$ cat config.mk
export PLATFORM = sky130hd
export DESIGN_NAME = divisor_count_unit
export DESIGN_NICKNAME = d
export VERILOG_FILES = /design/src/sv/dcu_pkg.sv /design/src/sv/dcu_rem_unit.sv /design/src/sv/divisor_count_unit.sv
export VERILOG_INCLUDE_DIRS = /design/src /design/src/sv
export SDC_FILE = /design/constraint.sdc
export NUM_CORES = 1
export LEC_CHECK = 0
export BUFFER_PORTS_ARGS = -buffer_cell sky130_fd_sc_hd__clkbuf_2
export CORE_MARGIN = 8
export CORE_UTILIZATION = 50
export CTS_CLUSTER_SIZE = 10
export DETAILED_ROUTE_END_ITERATION = 8
export PLACE_DENSITY = 0.73
export SLEW_MARGIN = 10
export SYNTH_ARGS = -nofsm -noshare
export SYNTH_HDL_FRONTEND = slang
export SYNTH_HIERARCHICAL = 1
export SYNTH_SLANG_ARGS = --single-unit
$ cat constraint.sdc
create_clock -name i_clk -period 7.5 [get_ports i_clk]
set_input_delay 1.5 -clock i_clk [delete_from_list [all_inputs] [get_ports i_clk]]
set_output_delay 1.5 -clock i_clk [all_outputs]
set_load 0.02 [all_outputs]
$ cat src/sv/divisor_count_unit_defines.svh
// assertion macros shared by the divisor count unit
`ifndef DIVISOR_COUNT_UNIT_DEFINES_SVH
`define DIVISOR_COUNT_UNIT_DEFINES_SVH
`ifndef SYNTHESIS
// checked only while out of reset
`define DCU_ASSERT(lbl, clk, rst_n, prop) \
    lbl: assert property (@(posedge clk) disable iff (!rst_n) prop) \
        else $error("dcu check failed");
// checked on every rising clock edge, reset included
`define DCU_ASSERT_ALWAYS(lbl, clk, prop) \
    lbl: assert property (@(posedge clk) prop) else $error("dcu check failed");
`else
`define DCU_ASSERT(lbl, clk, rst_n, prop)
`define DCU_ASSERT_ALWAYS(lbl, clk, prop)
`endif
`endif

$ cat src/sv/dcu_pkg.sv
// shared constants and types of the divisor count unit
`timescale 1ns / 1ps
package dcu_pkg;
    localparam int VALUE_WIDTH = 32;
    localparam int OUT_W       = 11;
    localparam int DIV_W       = VALUE_WIDTH / 2 + 1;
    localparam int SQ_W        = VALUE_WIDTH + 1;
    localparam int STEP_W      = $clog2(VALUE_WIDTH);
    localparam logic [STEP_W-1:0] STEP_LAST = STEP_W'(VALUE_WIDTH - 1);
    localparam logic [OUT_W-1:0]  ZERO_TOTAL = OUT_W'(2);
    localparam logic [OUT_W-1:0]  MAX_TOTAL  = OUT_W'(1600);

    typedef struct packed {
        logic                   start;
        logic [VALUE_WIDTH-1:0] dividend;
        logic [DIV_W-1:0]       divisor;
    } t_rem_req;

    typedef struct packed {
        logic busy;
        logic done;
        logic is_zero;
    } t_rem_stat;
endpackage

$ cat src/sv/dcu_rem_unit.sv
// bit-serial restoring remainder unit, one dividend bit per cycle
`timescale 1ns / 1ps
module dcu_rem_unit (
    input  logic               i_clk,
    input  logic               i_rst_n,
    input  dcu_pkg::t_rem_req  i_req,
    output dcu_pkg::t_rem_stat o_stat
);
    import dcu_pkg::*;

    logic                   r_busy;
    logic                   r_done;
    logic [STEP_W-1:0]      r_step;
    logic [VALUE_WIDTH-1:0] r_num;
    logic [DIV_W-1:0]       r_div;
    logic [DIV_W-1:0]       r_rem;

    logic [DIV_W:0]   shifted;
    logic [DIV_W:0]   diff;
    logic             fits;
    logic [DIV_W-1:0] n_rem;

    always_comb begin
        shifted = {r_rem, r_num[VALUE_WIDTH-1]};
        diff    = shifted - {1'b0, r_div};
        fits    = shifted >= {1'b0, r_div};
        n_rem   = fits ? diff[DIV_W-1:0] : shifted[DIV_W-1:0];
    end

    always_ff @(posedge i_clk) begin
        if (!i_rst_n) begin
            r_busy <= 1'b0;
            r_done <= 1'b0;
            r_step <= '0;
        end else begin
            r_done <= 1'b0;
            if (i_req.start && !r_busy) begin
                r_busy <= 1'b1;
                r_step <= STEP_LAST;
            end else if (r_busy) begin
                if (r_step == '0) begin
                    r_busy <= 1'b0;
                    r_done <= 1'b1;
                end else begin
                    r_step <= r_step - 1'b1;
                end
            end
        end
    end

    // datapath, no reset needed
    always_ff @(posedge i_clk) begin
        if (i_req.start && !r_busy) begin
            r_num <= i_req.dividend;
            r_div <= i_req.divisor;
            r_rem <= '0;
        end else if (r_busy) begin
            r_num <= {r_num[VALUE_WIDTH-2:0], 1'b0};
            r_rem <= n_rem;
        end
    end

    assign o_stat.busy    = r_busy;
    assign o_stat.done    = r_done;
    assign o_stat.is_zero = (r_rem == '0);
endmodule

$ cat src/sv/divisor_count_unit.sv
// top level of the divisor count unit: sequencer over candidate divisors
//
// takes one signed 32-bit word and returns the number of positive divisors of
// its magnitude (magnitude one gives 1, zero gives 2, the most negative value
// is read as 2^31). candidates d = 1, 2, ... are tried while d*d does not exceed
// the magnitude; each divisor found adds two (one for a perfect square root).
// d*d is kept by adding 2d+1, so no multiplier is needed. every candidate goes
// through one shared bit-serial remainder unit; the bound is tested before each
// candidate and the remainder is folded into the count once it is done. the
// unit takes one word at a time and is not ready while it works. the result
// sits in an output register, so a new word is taken while the last result
// still waits; a finished count waits only if the previous result has not
// yet been taken.
`timescale 1ns / 1ps
`include "divisor_count_unit_defines.svh"
module divisor_count_unit (
    input  logic                            i_clk,
    input  logic                            i_rst_n,
    input  logic                            i_in_valid,
    output logic                            o_in_ready,
    input  logic signed [dcu_pkg::VALUE_WIDTH-1:0] i_value,
    output logic                            o_out_valid,
    input  logic                            i_out_ready,
    output logic [dcu_pkg::OUT_W-1:0]       o_divisor_total
);
    import dcu_pkg::*;

    localparam logic [1:0] S_IDLE  = 2'd0;
    localparam logic [1:0] S_CHECK = 2'd1;
    localparam logic [1:0] S_DIV   = 2'd2;

    logic [1:0]             r_state;
    logic [VALUE_WIDTH-1:0] r_mag;
    logic [DIV_W-1:0]       r_d;
    logic [SQ_W-1:0]        r_sq;
    logic [OUT_W-1:0]       r_count;
    logic                   r_out_valid;
    logic [OUT_W-1:0]       r_out;

    logic [VALUE_WIDTH-1:0] mag_in;
    logic                   past_bound;
    logic                   out_free;
    logic                   finish;
    logic [OUT_W-1:0]       final_total;
    t_rem_req               rem_req;
    t_rem_stat              rem_stat;

    // magnitude; the most negative word wraps to 2^(w-1) as unsigned
    always_comb begin
        mag_in = i_value[VALUE_WIDTH-1] ? (~i_value + 1'b1) : i_value;
    end

    // candidate loop ends once d*d passes the magnitude (zero ends at once)
    assign past_bound  = (r_mag == '0) || (r_sq > {1'b0, r_mag});
    assign out_free    = !r_out_valid || i_out_ready;
    assign finish      = (r_state == S_CHECK) && past_bound && out_free;
    assign final_total = (r_mag == '0) ? ZERO_TOTAL : r_count;

    assign rem_req.start    = (r_state == S_CHECK) && !past_bound;
    assign rem_req.dividend = r_mag;
    assign rem_req.divisor  = r_d;

    dcu_rem_unit u_rem (
        .i_clk   (i_clk),
        .i_rst_n (i_rst_n),
        .i_req   (rem_req),
        .o_stat  (rem_stat)
    );

    // sequencer
    always_ff @(posedge i_clk) begin
        if (!i_rst_n) begin
            r_state <= S_IDLE;
        end else begin
            case (r_state)
                S_IDLE: begin
                    if (i_in_valid) begin
                        r_state <= S_CHECK;
                    end
                end
                S_CHECK: begin
                    if (finish) begin
                        r_state <= S_IDLE;
                    end else if (!past_bound) begin
                        r_state <= S_DIV;
                    end
                end
                S_DIV: begin
                    if (rem_stat.done) begin
                        r_state <= S_CHECK;
                    end
                end
                default: begin
                    r_state <= S_IDLE;
                end
            endcase
        end
    end

    // candidate, its square and the running count
    always_ff @(posedge i_clk) begin
        if (r_state == S_IDLE && i_in_valid) begin
            r_mag   <= mag_in;
            r_d     <= DIV_W'(1);
            r_sq    <= SQ_W'(1);
            r_count <= '0;
        end else if (r_state == S_DIV && rem_stat.done) begin
            if (rem_stat.is_zero) begin
                // a root that is exact counts once, other divisors pair up
                r_count <= r_count + ((r_sq == {1'b0, r_mag}) ? OUT_W'(1) : OUT_W'(2));
            end
            r_d  <= r_d + 1'b1;
            r_sq <= r_sq + SQ_W'({r_d, 1'b1});
        end
    end

    // output word register
    always_ff @(posedge i_clk) begin
        if (!i_rst_n) begin
            r_out_valid <= 1'b0;
        end else if (finish) begin
            r_out_valid <= 1'b1;
        end else if (i_out_ready) begin
            r_out_valid <= 1'b0;
        end
    end

    always_ff @(posedge i_clk) begin
        if (finish) begin
            r_out <= final_total;
        end
    end

    assign o_in_ready      = (r_state == S_IDLE);
    assign o_out_valid     = r_out_valid;
    assign o_divisor_total = r_out;

    // remainder unit is idle whenever a new word can be taken
    `DCU_ASSERT(a_idle_rem_free, i_clk, i_rst_n, o_in_ready |-> !rem_stat.busy)
    // a remainder only completes while the sequencer waits for it
    `DCU_ASSERT(a_done_in_div, i_clk, i_rst_n, rem_stat.done |-> (r_state == S_DIV))
    // running count never exceeds the most divisors a 32-bit magnitude can have
    `DCU_ASSERT(a_count_bound, i_clk, i_rst_n, (r_state == S_IDLE) || (r_count <= MAX_TOTAL))
    // a finished count is only loaded when the output register can take it
    `DCU_ASSERT(a_no_overwrite, i_clk, i_rst_n, finish |-> (!r_out_valid || i_out_ready))
    // reset leaves no result pending
    `DCU_ASSERT_ALWAYS(a_reset_clears, i_clk, !i_rst_n |=> !o_out_valid)
endmodule

Word level (Yosys, flattened, before mapping). Cells that the tools add are included.

$add $sub $neg: 6. Reduce and logical (&&, ||, !) cells: 21. Bitwise logic cells: 3. Mux-type cells: 19. Magnitude comparators: 2. Equality and inequality tests: 7.

Operators by type and width (count): 32-bit two-way mux (2); 33-bit by 18-bit adder with 33-bit output (1); 33-bit by 32-bit == test with 1-bit output (1); 33-bit by 32-bit > comparator with 1-bit output (1); 32-bit by 1-bit adder with 32-bit output (second input constant) (1); 32-bit zero test (1); 32-bit inverter (1); 31-bit two-way mux (1); 18-bit by 17-bit greater-or-equal comparator with 1-bit output (1); 17-bit by 1-bit adder with 17-bit output (second input constant) (1); 17-bit zero test (1); 17-bit two-way mux (1); 17-bit subtractor (1); 5-bit two-way mux (3); 11-bit by 2-bit adder with 11-bit output (1); 2-bit two-way mux (5); 1-bit logical AND (6); 1-bit two-way mux (6); 2-bit case mux with 3 select lines (1); 5-bit zero test (1); 5-bit by 1-bit subtractor with 5-bit output (second input constant) (1); 2-bit != test (second input constant) (2); 2-bit AND reduction (2); 2-bit nonzero test (2); other kinds (10) (14).

Bits in registers: 180. Word-level logic and storage cells: 72. Output and inout bits: 13.

Depth between registers and ports, before layout. Gate-level depths: netlist of the first run.

Depth in word-level cells: 7. Gate-level depth with buffers: 16. Gate-level depth less buffers: 16.

Hierarchy. The synthesis of the first run kept the hierarchy.

Modules (own cells, without submodules): divisor_count_unit (sequential area each 2572.5 um^2, instances 1, cells an instance 704, area each 6492.5 um^2); dcu_rem_unit (sequential area each 1951.9 um^2, instances 1, cells an instance 326, area each 3788.6 um^2).

Worst setup path after synthesis of the first run. No wires, ideal clock.

Path type: input port to flip-flop. Start: input i_value[3] (netlist bit). End: register r_mag[16], data pin. Data arrival time: 3.467 ns. Stages on the path: 7. Buffers on the path: 0. Setup time: 0.257 ns. Slack: 3.776 ns. Path through: or3_1 or3b_2 or2_2 or3_4 o21ai_0 nand2_1 xor2_1.

Word-level cells in the longest chain between the ends: 3.

RTL lines: start, declared (RTL line divisor_count_unit.sv:21) `input logic signed [dcu_pkg::VALUE_WIDTH-1:0] i_value,`; 32-bit inverter (RTL line divisor_count_unit.sv:50) `mag_in = i_value[VALUE_WIDTH-1] ? (~i_value + 1'b1) : i_value;`; 32-bit by 1-bit adder with 32-bit output (RTL line divisor_count_unit.sv:50); 31-bit two-way mux (RTL line divisor_count_unit.sv:50); named net mag_in[16] (RTL line divisor_count_unit.sv:40) `logic [VALUE_WIDTH-1:0] mag_in;`; end signal, assigned (RTL line divisor_count_unit.sv:103) `r_mag <= mag_in;`; end, declared (RTL line divisor_count_unit.sv:33) `logic [VALUE_WIDTH-1:0] r_mag;`.

The timed path passes the listed nets, and every way through them passes these cells. A chain may end at the register's enable or synchronous reset.

==> results of run 1 <==
worst reg2reg max path, stage by stage, from the launching register on:
cell and delay (ns):
edfxtp_1 0.41, inv_1 0.08, ha_1 0.23, a21o_1 0.18, a21oi_1 0.13, a21oi_1 0.09
a211oi_1 0.40, o2111ai_1 0.21, nor3_1 0.39, o21a_1 0.23, nor2b_4 0.51, buf_4 0.48
mux2_2 0.42
placed cells by master, fill, tap and decap left out, drive strengths merged, types with 6 or more instances in the layout:
master   n
clkbuf  65
and3    15
buf      7
nor2    56
nand4   18
or4     15
dfxtp   88
nand3   27
nand2   87
o41ai    6
nor4    19
or3     13
a21oi   71
ha      72
xor2    24
o31ai   16
nor3     8
edfxtp  92
and2     6
a211oi   7
nor2b   16
inv     76
o21ai   52
mux2    37
o21a    17
xnor2   55
a32oi    8
a22o     8
o211ai   8
nand2b  12
a21o    24
layer usage:
| layer | wire, µm | share of wire (%) | GRT usage [%] |
|---|---|---|---|
| met5 | 0 | 0 | 0 |
| met3 | 658 | 3.2 | 2.844 |
| met1 | 9879 | 48 | 21.35 |
| met2 | 9794 | 47 | 27.82 |
| met4 | 335 | 1.6 | 4.931 |
worst min-delay path by stage:
stage / to / slack [ns] / cells after the start
floorplan: u_rem/r_div[16] / 0.45 / 0
global placement: r_count[0] / 0.46 / 2
detailed placement: r_count[0] / 0.47 / 2
CTS: r_sq[2] / 0.49 / 2
global route: r_count[0] / 0.51 / 2
finish: r_sq[2] / 0.49 / 2
state kept, by name, indices dropped and copies added (netlist names):
| register | cells |
|---|---|
| o_divisor_total | 11 |
| o_out_valid | 1 |
| r_count | 11 |
| r_d | 17 |
| r_mag | 32 |
| r_sq | 33 |
| r_state | 2 |
| u_rem/r_busy | 1 |
| u_rem/r_div | 17 |
| u_rem/r_done | 1 |
| u_rem/r_num | 32 |
| u_rem/r_rem | 17 |
| u_rem/r_step | 5 |
per-stage QoR:
| step | power (mW) | std cells | cell area, µm² | hold WS, ns | util [%] |
|---|---|---|---|---|---|
| after floorplan | 1.353 | 1029 | 10270 | 0.4456 | - |
| after global placement | 1.425 | 1321 | 10760 | 0.4642 | 53.19 |
| after detailed placement | 1.432 | 1321 | 10760 | 0.4721 | 53.19 |
| after CTS | 2.315 | 1353 | 11350 | 0.4904 | 56.11 |
| after global routing | 2.388 | 1353 | 11350 | 0.5102 | 56.11 |
| final | 2.298 | 1353 | 11350 | 0.4868 | 56.11 |
power by group:
part           switching, mW  total, mW  internal (mW)
Combinational          0.152      0.266          0.114
Clock                  0.409      0.884          0.475
Sequential            0.0412       1.15           1.11
Total                  0.602       2.30           1.70
layout make-up:
class,instances,area (µm²)
Clock buffer,17,425.4
Clock inverter,15,165.2
Fill cell,1726,8881
Inverter,67,251.5
Multi-Input combinational cell,749,5356
Sequential cell,180,4524
Tap cell,270,337.8
Timing Repair Buffer,55,292.8
==> results.sh, run 1 <==
export IMPL_ff2ff_setup_slack_ns=3.47
export IMPL_fp_row_count=52
export IMPL_timing_hold_violations_final=0
export IMPL_ys_warn_count=6
export IMPL_portBuffers=48
export IMPL_crit_end="u_rem/r_num[13]"
export IMPL_max_slew_margin_rel_pct=36.37
export IMPL_drtAntennaViolNets=0
export IMPL_antenna_found_initial=0
export IMPL_clkSinkCount=180
export IMPL_vias=7625
export IMPL_min_from="r_sq[2]"
export IMPL_die_area_mm2=0.02539
export IMPL_finalCriticalPeriod_ns=4.034
export IMPL_drtIter0Drc=392
export IMPL_wirelength_um=20670
export IMPL_grt_max_degree=49
export IMPL_path_cells="inv_1, ha_1, a21o_1, a21oi_1, a21oi_1, a211oi_1, o2111ai_1, nor3_1, o21a_1, nor2b_4, buf_4, mux2_2"
export IMPL_reg2reg_depth=12
export IMPL_fmax_mhz=247.9
export IMPL_max_stage_delay_ns=0.51
export IMPL_criticalPathCategory="register to register"
export IMPL_critPathBufInv=2
export IMPL_maxCapViolCount=0
export IMPL_via_per_inst=5.636
export IMPL_grt_pass1_vias=7479
export IMPL_cp_depth=12
export IMPL_synthCells=1029
export IMPL_post_cts_resized=0
export IMPL_regToRegStartpoint="r_mag[3]"
export IMPL_wl_per_cell_um=15.28
export IMPL_worst_path_max_fanout=32
export IMPL_synth_area_mm2=0.01027
export IMPL_maxSlewViolCount=0
export IMPL_clk_latency_ns=0.43
export IMPL_grt_usage_pct=16.51
export IMPL_post_cts_buffers=0
export IMPL_core_area_mm2=0.02023
export IMPL_critPathMostFrequentCell="a21oi_1"
export IMPL_vdd_drop_max_mv=0.1511
export IMPL_drcViolationCount=0
export IMPL_holdBufCountCts=0
export IMPL_syn_nets=1140
export IMPL_setup_slack_ns=3.466
export IMPL_status="finished clean"
export IMPL_leakagePower_nw=4.605
export IMPL_fin_skew_ns=0.009508
export IMPL_hold_class="register to register"
export IMPL_worst_pin_slew_ns=0.9531
export IMPL_rsz0062_at_grt="no"
export IMPL_cts_tree="built"
export IMPL_ios=49
export IMPL_worstPathRequired_ns=7.68
export IMPL_setup_violations_final=0
export IMPL_syn_area_per_cell_um2=9.984
export IMPL_antenna_cells=0
export IMPL_grt_pass1_wl_um=35480
export IMPL_clk_pin_slew_ns=0.07
export IMPL_post_place_ws_ns=3.495
export IMPL_place_gp_congestion=0.8310
export IMPL_endpoint_kind="register"
export IMPL_startpoint_type="register"
export IMPL_crit_family="compound AO/OA/AOI/OAI gates"
export IMPL_rr_endpoint="u_rem/r_num[13]"
export IMPL_drive_gt1_share_pct=13.67
export IMPL_timing_setup_tns_ns=0
export IMPL_area_delta_synth_final_pct=10.51
export IMPL_die_w_um=159.3
export IMPL_final_net_count=1181
export IMPL_cts_buffer_depth=2
export IMPL_grt_overflow_total=0
export IMPL_p_per_area_mw_per_mm2=202.4
export IMPL_cp_data_arrival_time_ns=4.21
export IMPL_die_h_um=159.3
export IMPL_start_util_pct=50.77
export IMPL_period_share_pct=53.78
export IMPL_htreeDepth=4
export IMPL_numCtsBuffers=17
export IMPL_first_pass_iters=5
export IMPL_root_buffer="clkbuf_16"
export IMPL_cp_slowest_cell="nor2b_4"
export IMPL_hpwl_um=15280
export IMPL_startpoint="r_mag[3]"
(Power assumes the default switching activity.)
==> run 2, diff against run 1 <==
- PLACE_DENSITY: 0.73 -> 0.76
- clock period: 7.5 -> 3.2 ns (I/O delays scaled with it)
==> run 2 against run 1 <==
Net effect: the run now ends with negative setup slack left; power is 140% higher; combinational power grew to 2.8 times the previous value; utilization is 3.1 points higher; non-clock buffer count is 45 higher; largest cell class unchanged.
==> results.sh, run 2 (synthesis gave the netlist of run 1 again) <==
export IMPL_final_net_count=1226
export IMPL_vdd_drop_max_mv=0.3032
export IMPL_htreeDepth=4
export IMPL_holdPathStages=1
export IMPL_antenna_found_initial=0
export IMPL_rsz0062_at_grt="yes"
export IMPL_grt_max_degree=39
export IMPL_cts_buffer_depth=2
export IMPL_final_common_cell="edfxtp_1"
export IMPL_crit_family="compound AO/OA/AOI/OAI gates"
export IMPL_timing_hold_violations_final=0
export IMPL_setup_violations_final=2
export IMPL_largest_reg_flops=33
export IMPL_numCtsBuffers=17
export IMPL_min_from="i_value[0]"
export IMPL_start_util_pct=50.77
export IMPL_first_pass_iters=5
export IMPL_area_sequential_mm2=0.004524
export IMPL_final_cells=1398
export IMPL_fillerInstances=1628
export IMPL_wirelength_um=22670
export IMPL_finalCriticalPeriod_ns=3.202
export IMPL_startpoint_type="register"
export IMPL_dpl_instance_area_mm2=0.01107
export IMPL_area_delta_synth_final_pct=16.70
export IMPL_vias=7999
export IMPL_grt_overflow_total=0
export IMPL_top_register="r_sq"
export IMPL_hpwl_um=15740
export IMPL_drcViolationCount=0
export IMPL_cp_data_arrival_time_ns=3.39
export IMPL_violations="negative setup slack"
export IMPL_reg2reg_depth=13
export IMPL_leakagePower_nw=4.897
export IMPL_grt_pass1_wl_um=36830
export IMPL_cp_depth=13
export IMPL_cts_tree="built"
export IMPL_worst_path_max_fanout=9
export IMPL_status="complete, but fails checks"
export IMPL_holdBufCountCts=0
export IMPL_multi_input_area_mm2=0.005577
export IMPL_dp_cells=1354
export IMPL_core_area_mm2=0.02023
export IMPL_worst_pin_slew_ns=1.015
export IMPL_fp_row_count=52
export IMPL_cp_slowest_cell="edfxtp_1"
export IMPL_die_area_mm2=0.02539
export IMPL_largestRegisters="r_sq x33, r_mag x32, u_rem/r_num x32"
export IMPL_p_total_mw=5.520
export IMPL_clk_latency_ns=0.44
export IMPL_die_w_um=159.3
export IMPL_maxSlewViolCount=0
export IMPL_portBuffers=48
export IMPL_design_area_mm2=0.01199
export IMPL_grt_usage_pct=17.31
export IMPL_ios=49
export IMPL_antenna_cells=0
export IMPL_regToRegStartpoint="r_mag[18]"
export IMPL_die_h_um=159.3
export IMPL_final_util_pct=59.25
export IMPL_drtAntennaViolNets=0
export IMPL_maxCapViolCount=0
export IMPL_worstPathRequired_ns=3.38
export IMPL_p_per_area_mw_per_mm2=460.4
export IMPL_endpoint_kind="register"
export IMPL_grt_pass1_vias=7672
export IMPL_clkSinkCount=180
export IMPL_clk_pin_slew_ns=0.07
export IMPL_wl_per_cell_um=16.22
export IMPL_criticalPathCategory="register to register"
export IMPL_critPathBufInv=3
export IMPL_via_per_inst=5.722
export IMPL_hold_class="input pin to register"
export IMPL_fmax_mhz=312.3
export IMPL_setup_slack_ns=-0.001796
export IMPL_root_buffer="clkbuf_16"
export IMPL_hold_slack_ns=0.4363
export IMPL_startpoint="r_mag[18]"
export IMPL_max_stage_delay_ns=0.40
export IMPL_final_cell_mix="92 x edfxtp_1, 88 x dfxtp_1, 85 x nand2_1"
export IMPL_drtIter0Drc=475
export IMPL_place_gp_congestion=0.9010
export IMPL_period_share_pct=100.1
export IMPL_path_cells="inv_1, ha_1, a21o_1, a21o_1, a21oi_1, or4_4, o2111ai_4, nor3_2, o21a_1, nor2b_4, buf_12, buf_12, mux2_2"
export IMPL_max_slew_margin_rel_pct=32.27
export IMPL_drive_gt1_share_pct=19.95
export IMPL_fin_skew_ns=0.01757
-- run 2: cell types whose count changed in the layout (fill, tap and decap cells not counted), moves of 3 or more --
| cell | delta |
|---|---|
| a21oi_2 | +4 |
| nand3_1 | -3 |
| mux2_2 | -11 |
| nand3_2 | +3 |
| inv_2 | +4 |
| buf_12 | +3 |
| ha_4 | +4 |
| ha_1 | -5 |
| nor2_1 | -3 |
| mux2_4 | +11 |
| inv_1 | -5 |
| a21oi_1 | -4 |
| buf_4 | +38 |
-- run 2: through the flow --
stage | setup TNS [ns] | worst slack, ns
floorplan | -1.002 | -0.3032
global placement | -0.01648 | -0.01004
detailed placement | -0.4694 | -0.1502
CTS | 0 | 0.02926
global route | -3.033 | -0.09859
finish | -0.001878 | -0.001796
-- run 2: area by class of cell --
class | instances | share of cell area [%]
multi-input cells | 749 | 46.51
flip-flops and latches | 180 | 37.74
clock inverters | 15 | 1.294
well taps | 270 | 2.818
repair buffers | 100 | 5.959
inverters | 67 | 2.129
clock buffers | 17 | 3.548
-- run 2: path summary, 6_finish.rpt --
kind / to / slack [ns]
min: r_mag[0] / 0.44
min reg2reg: r_sq[2] / 0.49
max: u_rem/r_num[22] / -0.002
max reg2reg: u_rem/r_num[22] / -0.002
-- run 2: power by group --
group / internal [mW] / switching, mW / leakage (nW)
Combinational: 0.352 / 0.404 / 3.04
Sequential: 2.59 / 0.0956 / 1.58
Clock: 1.11 / 0.968 / 0.281
Total: 4.05 / 1.47 / 4.90
-- run 2: per-layer routing --
layer  up-vias  track usage [%]  part of all wire (%)
met3        45            3.154                   3.3
met2       196            29.39                    49
met5         -                0                     0
met1      3795            21.42                    45
li1       3963                -                     -
met4         0            6.904                   3.1
-- run 2: worst reg2reg max path: stages (launching register included) --
cell,delay (ns)
edfxtp_1,0.40
inv_1,0.06
ha_1,0.30
a21o_1,0.16
a21o_1,0.17
a21oi_1,0.24
or4_4,0.20
o2111ai_4,0.10
nor3_2,0.24
o21a_1,0.22
nor2b_4,0.21
buf_12,0.15
buf_12,0.15
mux2_2,0.35
-- run 2: repair_timing --
item	in CTS	in global routing
resized for setup	7	37
cloned	0	3
setup endpoints to repair	9	99
buffers inserted	2	7
pin swaps	1	22
